--- src/rtl/bap_pkg.sv ---
// ----------------------------------------------------------------------------
// bap_pkg
// Shared types and constants of the block-average pixelate filter.
// ----------------------------------------------------------------------------
package bap_pkg;

  localparam int unsigned MaxWidth  = 4096;
  localparam int unsigned MaxHeight = 4096;
  localparam int unsigned MaxBlock  = 64;

  localparam int unsigned ColW   = $clog2(MaxWidth);
  localparam int unsigned RowW   = $clog2(MaxHeight);
  localparam int unsigned OffW   = $clog2(MaxBlock);
  localparam int unsigned SumW   = 20;
  localparam int unsigned CountW = 2 * OffW + 1;
  localparam int unsigned CfgW   = 13;

  typedef enum logic [1:0] {
    CFG_BLOCK_SIZE   = 2'd0,
    CFG_IMAGE_WIDTH  = 2'd1,
    CFG_IMAGE_HEIGHT = 2'd2
  } cfg_idx_e;

  typedef struct packed {
    logic [7:0] red;
    logic [7:0] green;
    logic [7:0] blue;
  } pix_t;

  typedef struct packed {
    logic [7:0]      avg_red;
    logic [7:0]      avg_green;
    logic [7:0]      avg_blue;
    logic [RowW-1:0] block_row;
    logic [ColW-1:0] block_col;
    logic            last_block;
  } res_t;

  typedef struct packed {
    logic [SumW-1:0] red;
    logic [SumW-1:0] green;
    logic [SumW-1:0] blue;
  } sums_t;

  // Work handed from the accumulate stage to the divider.
  typedef struct packed {
    sums_t             sums;
    logic [CountW-1:0] count;
    logic [RowW-1:0]   block_row;
    logic [ColW-1:0]   block_col;
    logic              last_block;
  } div_job_t;

endpackage

--- src/rtl/bap_divider.sv ---
// ----------------------------------------------------------------------------
// bap_divider
// Bit-serial restoring divider: three channel sums by one pixel count.
// ----------------------------------------------------------------------------
module bap_divider (
  input  logic              clk_i,
  input  logic              rst_ni,
  input  logic              start_i,
  input  bap_pkg::div_job_t job_i,
  output logic              free_o,
  output logic              out_valid_o,
  input  logic              out_ready_i,
  output bap_pkg::res_t     out_data_o
);
  import bap_pkg::*;

  typedef enum logic [2:0] {
    DIV_IDLE = 3'b001,
    DIV_RUN  = 3'b010,
    DIV_DONE = 3'b100
  } div_state_e;

  div_state_e state_q, state_d;
  logic [2:0] step_q;
  sums_t      rem_q;
  logic [SumW-1:0] dvs_q;
  logic [7:0] q_r_q, q_g_q, q_b_q;
  logic [2:0] sat_q;
  logic [RowW-1:0] row_q;
  logic [ColW-1:0] col_q;
  logic last_q;
  logic [SumW:0] lim;
  logic ge_r, ge_g, ge_b;

  assign free_o = (state_q == DIV_IDLE) || ((state_q == DIV_DONE) && out_ready_i);
  assign lim = {job_i.count, 8'd0};
  assign ge_r = rem_q.red >= dvs_q;
  assign ge_g = rem_q.green >= dvs_q;
  assign ge_b = rem_q.blue >= dvs_q;

  always_comb begin
    state_d = state_q;
    unique case (state_q)
      DIV_IDLE: if (start_i) state_d = DIV_RUN;
      DIV_RUN:  if (step_q == 3'd0) state_d = DIV_DONE;
      DIV_DONE: begin
        if (out_ready_i) state_d = start_i ? DIV_RUN : DIV_IDLE;
      end
      default: state_d = DIV_IDLE;
    endcase
  end

  always_ff @(posedge clk_i or negedge rst_ni) begin
    if (!rst_ni) begin
      state_q <= DIV_IDLE;
    end else begin
      state_q <= state_d;
    end
  end

  always_ff @(posedge clk_i) begin
    if (start_i && free_o) begin
      rem_q  <= job_i.sums;
      dvs_q  <= SumW'({job_i.count, 7'd0});
      step_q <= 3'd7;
      sat_q  <= {{1'b0, job_i.sums.red} >= lim, {1'b0, job_i.sums.green} >= lim,
                 {1'b0, job_i.sums.blue} >= lim};
      row_q  <= job_i.block_row;
      col_q  <= job_i.block_col;
      last_q <= job_i.last_block;
    end else if (state_q == DIV_RUN) begin
      if (ge_r) rem_q.red <= rem_q.red - dvs_q;
      if (ge_g) rem_q.green <= rem_q.green - dvs_q;
      if (ge_b) rem_q.blue <= rem_q.blue - dvs_q;
      q_r_q  <= {q_r_q[6:0], ge_r};
      q_g_q  <= {q_g_q[6:0], ge_g};
      q_b_q  <= {q_b_q[6:0], ge_b};
      dvs_q  <= dvs_q >> 1;
      step_q <= step_q - 3'd1;
    end
  end

  assign out_valid_o          = (state_q == DIV_DONE);
  assign out_data_o.avg_red   = sat_q[2] ? 8'hFF : q_r_q;
  assign out_data_o.avg_green = sat_q[1] ? 8'hFF : q_g_q;
  assign out_data_o.avg_blue  = sat_q[0] ? 8'hFF : q_b_q;
  assign out_data_o.block_row = row_q;
  assign out_data_o.block_col = col_q;
  assign out_data_o.last_block = last_q;

endmodule

--- config.mk ---
export PLATFORM = sky130hd
export DESIGN_NAME = bap_divider
export DESIGN_NICKNAME = d
export VERILOG_FILES = /design/src/rtl/bap_pkg.sv /design/src/rtl/bap_divider.sv
export SDC_FILE = /design/constraint.sdc
export NUM_CORES = 1
export LEC_CHECK = 0
export BUFFER_PORTS_ARGS = -buffer_cell sky130_fd_sc_hd__buf_2
export CAP_MARGIN = 10
export CORE_MARGIN = 10
export CORE_UTILIZATION = 52
export DETAILED_ROUTE_END_ITERATION = 12
export PLACE_DENSITY_LB_ADDON = 0.15
export SYNTH_ARGS = -nofsm -noshare
export SYNTH_HDL_FRONTEND = slang
export SYNTH_SLANG_ARGS = --single-unit
--- constraint.sdc ---
create_clock -name clk_i -period 3.1 [get_ports clk_i]
set_input_delay 0.93 -clock clk_i [delete_from_list [all_inputs] [get_ports clk_i]]
set_output_delay 0.93 -clock clk_i [all_outputs]
set_load 0.01 [all_outputs]
Word level (Yosys, flattened, before mapping). Index checks and enable logic that the tools add are counted.

Register bits: 138. Bits in latches: 0. Memory bits (writable): 0. Memory bits (read-only): 0. Input bits: 102. Output and inout bits: 51. Logic and storage cells: 59. Memories kept: 0.

$add $sub $neg: 4. Multiply operators: 0. Divide/modulo/power cells: 0. $lt $le $gt $ge: 6. Equality and inequality tests: 6. Shift-type cells: 0. Muxes and demuxes: 15. Bitwise logic cells: 1. Reductions and logical operators: 13.

Operators by type and width (number): 2-to-1 mux 60 bit (2); 2-to-1 mux 20 bit (5); >= comparator 20 x 21 -> 1 bit (3); >= comparator 20 bit (3); subtractor 20 bit (3); 2-to-1 mux 8 bit (3); 2-to-1 mux 3 bit (3); one-hot mux 3 bit (3 select lines) (1); AND reduction 2 bit (4); nonzero test 2 bit (4); != test 2 bit, second input constant (2); == test 3 x 1 -> 1 bit, second input constant (1); == test 3 x 2 -> 1 bit, second input constant (1); == test 3 bit, second input constant (1); zero test 3 bit (1); AND reduction 3 bit (1); subtractor 3 x 1 -> 3 bit, second input constant (1); logical AND 1 bit (2); 2-to-1 mux 2 bit (1); != test 2 x 1 -> 1 bit, second input constant (1); logical OR 1 bit (1); inverter 1 bit (1).

Depth between registers and ports, before layout.
Word-level depth: 6. Gate-level depth with buffers: 11. Depth with buffers taken out: 11.

Worst setup path before layout. No wires, ideal clock.

Kind: reg2reg. Start point: register rem_q[0] (netlist bit). End point: register rem_q[0] (netlist bit) (enable). Setup time: 404 ps. Data arrival time: 2752 ps. Required time: 2696 ps. Slack: -55 ps. Stages on the path, launching flop included: 11. Buffers on the path: 0. Clock period less this slack: 3155 ps. Path through: edfxtp_1 > inv_1 > ha_1 > fa_1 > and2b_1 > o21ai_2 > a21boi_4 > a211oi_1 > o21ai_0 > a21boi_0 > o211ai_1.

Cells in the longest elaborated chain, start to end: 3.

Ends and longest elaborated chain: start: declaration (RTL line bap_divider.sv:25) `sums_t rem_q;`; start signal: assignment (RTL line bap_divider.sv:63) `rem_q <= job_i.sums;`; >= comparator 20 bit (RTL line bap_divider.sv:39) `assign ge_b = rem_q.blue >= dvs_q;`; nonzero test 2 bit (no line); AND reduction 2 bit (no line).

No other way between the ends. A chain may end at the register's enable or synchronous reset.

Worst setup path in the final report.
Start point: register dvs_q[11]. End point: register rem_q[48] (netlist bit) (enable).

Cells in the longest elaborated chain, start to end: 3.

Ends and longest elaborated chain: start: declaration (RTL line bap_divider.sv:26) `logic [SumW-1:0] dvs_q;`; start signal: assignment (RTL line bap_divider.sv:64) `dvs_q <= SumW'({job_i.count, 7'd0});`; start signal: assignment (RTL line bap_divider.sv:78) `dvs_q <= dvs_q >> 1;`; >= comparator 20 bit (RTL line bap_divider.sv:37) `assign ge_r = rem_q.red >= dvs_q;`; nonzero test 2 bit (no line); AND reduction 2 bit (no line).

No other way between the ends.

==> metrics.txt <==
Worst-path clk slew=0.07 ns; Slew Viols, Final=0; TNS Setup=0 ns; worst setup path start=dvs_q[11]$_DFFE_PP_; run status=completed; Vias per Instance=5.818; critical setup path kind=flop to flop; Clock Sinks=138; Port-buffer cells=152; most frequent cell after synthesis=edfxtp_1; Synth top area share=40.54%; Unique masters post-synth=72; Initial Utilization=53.34%; Yosys warning count=0; Peak Freq=348.1 MHz; Core Rows=48; Clock Latency Late Sink=0.43 ns; reg-to-reg slack, setup=0.23 ns; mean cell area of the mapped netlist=10.01 um^2; # Max-Cap Violations=0; Mapped Area=0.009259 mm^2; PostCTS Resize Cnt=0; clock power share=15.0%; setup violation total in the final timing report=0; Worst slew margin=63.60%; LEAKAGE=4.646 nW; top cells by count, synth=125 x edfxtp_1, 98 x ha_1, 89 x a21oi_1; DRC Markers=0; vias in the first global route=7254; global route overflow=0; 1st-iter DRT viols=590; layout cells sized above 1=23.02%; DIE HEIGHT=153.4 um; Post-synth EDFFs=125; clk_skew=0.01337 ns; ANT cells=0; Peak VDD IR=620.0 uV; total global routing track utilization=20.51%; DP HPWL=19.62 mm; part of the cycle the worst path needs=92.66%; via count=7703; clock buffer depth=2; Pre-antenna DRT Iters=5; minimum clock period=2.872 ns; CP arrival=3.00 ns; die width=153.4 um; Synthesized Nets=1128; post-CTS setup buffers=0; clk root buf=clkbuf_16; reg2reg path depth=10; initial antenna violation count=0; Async S/R FF share, synth=2.174%; power density over the cells=1246 mW/mm^2; Yosys reg bits=138; Net count, final=1289; full die area=0.02354 mm^2; worst min-delay path category=primary input to async pin; Mapped Cells=925; largest net degree at the start of global routing=35; Worst EP required=3.23 ns; Area contributors post-synth=edfxtp_1 41%, ha_1 13%, a21oi_1 4.8%; Layout area overhead=18.34%; net switching power=5.950 mW; first-pass GRT wire length=39.15 mm; Filler Cells Inserted=1446; startpoint types=flop; CTS Buf Count=17; Placeable Area=0.01736 mm^2; # hold bufs at CTS=0; Final GP Congestion=0.9538; Routed WL=25.04 mm; Internal Power=7.698 mW; cell taking the most area after synthesis=edfxtp_1; routed len/inst=18.91 um; Seq pwr share=25.7%; Comb pwr share=59.4%; Reg2Reg Launch Point=dvs_q[11]$_DFFE_PP_; sw frac=43.60%; endpoints failing hold=0; register area share after synthesis=43.53%; RSZ-0062 raised after global routing=false; H-tree depth=4; antenna-violating nets left=0; Crit. End Element=flop; I/O pin count=153; Primary FF master, synth=edfxtp_1; CTS tree=built; Slew @ Worst Pin=0.5322 ns; Final Power=13.65 mW; CP Max Fanout=19
-- routing by layer --
layer  wire, um  vias to the layer above  track usage [%]
met5          0                        -                0
met2      11480                      308            32.92
met4        287                        0            4.408
met3       1983                       17            4.770
li1           -                     3785                -
met1      11290                     3593            27.61
-- flip-flops by register name (all words and copies together) (netlist names) --
register	cells
dvs_q	20
q_g_q	8
step_q	3
last_q	1
state_q	3
q_b_q	8
row_q	12
q_r_q	8
rem_q	60
col_q	12
sat_q	3
-- per-stage QoR --
| stage | hold WS (ns) | std cells | area, um^2 | util (%) | setup WS [ns] |
|---|---|---|---|---|---|
| 3_5_place_dp | 0.4280 | 1292 | 10350 | 59.66 | 0.08712 |
| 6_report | 0.2866 | 1324 | 10960 | 63.13 | 0.2275 |
| 2_1_floorplan | 0.4174 | 925 | 9261 | - | 0.0007181 |
| 5_1_grt | 0.2716 | 1324 | 10960 | 63.13 | 0.01993 |
| 4_1_cts | 0.2754 | 1324 | 10960 | 63.13 | 0.2665 |
| 3_3_place_gp | 0.4207 | 1292 | 10350 | 59.66 | 0.1229 |
-- worst paths after layout --
path                                          end
max in group asynchronous  state_q[0]$_DFFE_PN1P_
hold / removal             state_q[2]$_DFFE_PN0P_
setup / recovery              rem_q[48]$_DFFE_PP_
min in group clk_i             q_g_q[7]$_DFFE_PP_
setup reg to reg              rem_q[48]$_DFFE_PP_
hold reg to reg                q_g_q[7]$_DFFE_PP_
-- worst max-delay path, cell delays in order (launching register included) --
cell and delay (ns):
edfxtp_1 0.33, inv_1 0.13, ha_1 0.43, nand2_1 0.15, o21ai_0 0.27, nor2_1 0.06
o21ai_1 0.12, nand2_1 0.16, or4_1 0.53, nand4_1 0.19, buf_12 0.20
-- cell families (layout without fill, tap and decap cells) --
kind of cell             after synthesis  count (layout)  synth area share [%]
XOR/XNOR                              43              43                 4.068
flip-flops                           138             138                 43.53
AO/OA/AOI/OAI                        292             292                 20.27
AND/OR/NAND/NOR                      259             259                 14.19
multiplexers                           3               3                0.3243
adder cells (fa/ha/maj)              101             101                 13.89
buffers and inverters                 89             263                 3.730
-- layout by cell type (no fill, tap or decap), types with 15 or more instances in the layout --
| cell | Yosys | final |
|---|---|---|
| a21o_1 | 27 | 27 |
| a21oi_1 | 89 | 89 |
| buf_2 | 6 | 152 |
| buf_4 | 1 | 16 |
| clkbuf_16 | 0 | 17 |
| edfxtp_1 | 125 | 125 |
| ha_1 | 98 | 98 |
| inv_1 | 60 | 59 |
| nand2_1 | 67 | 66 |
| nand3_1 | 17 | 17 |
| nor2_1 | 62 | 62 |
| o21ai_0 | 54 | 54 |
| o22ai_1 | 15 | 15 |
| or2_2 | 26 | 26 |
| xnor2_1 | 27 | 27 |
| xor2_1 | 16 | 16 |
-- final cells by class --
cell class	count	area (um^2)	share of cell area, %
inverter	61	229.0	2.090
clock buffer	17	425.4	3.883
sequential	138	4030	36.78
clock inverter	15	176.4	1.610
multi-input combinational	698	4893	44.66
timing repair buffer	170	920.9	8.405
tap	225	281.5	2.569
-- power groups by stage --
stage / Sequential (mW) / Clock, mW / Combinational, mW
3_5_place_dp: 3.54 / 0 / 7.97
5_1_grt: 3.57 / 2.16 / 9.02
4_1_cts: 3.51 / 2.07 / 8.03
2_1_floorplan: 3.51 / 0 / 6.09
3_3_place_gp: 3.52 / 0 / 7.87
6_report: 3.50 / 2.04 / 8.10
No activity file was read; power rests on OpenSTA's default activity.
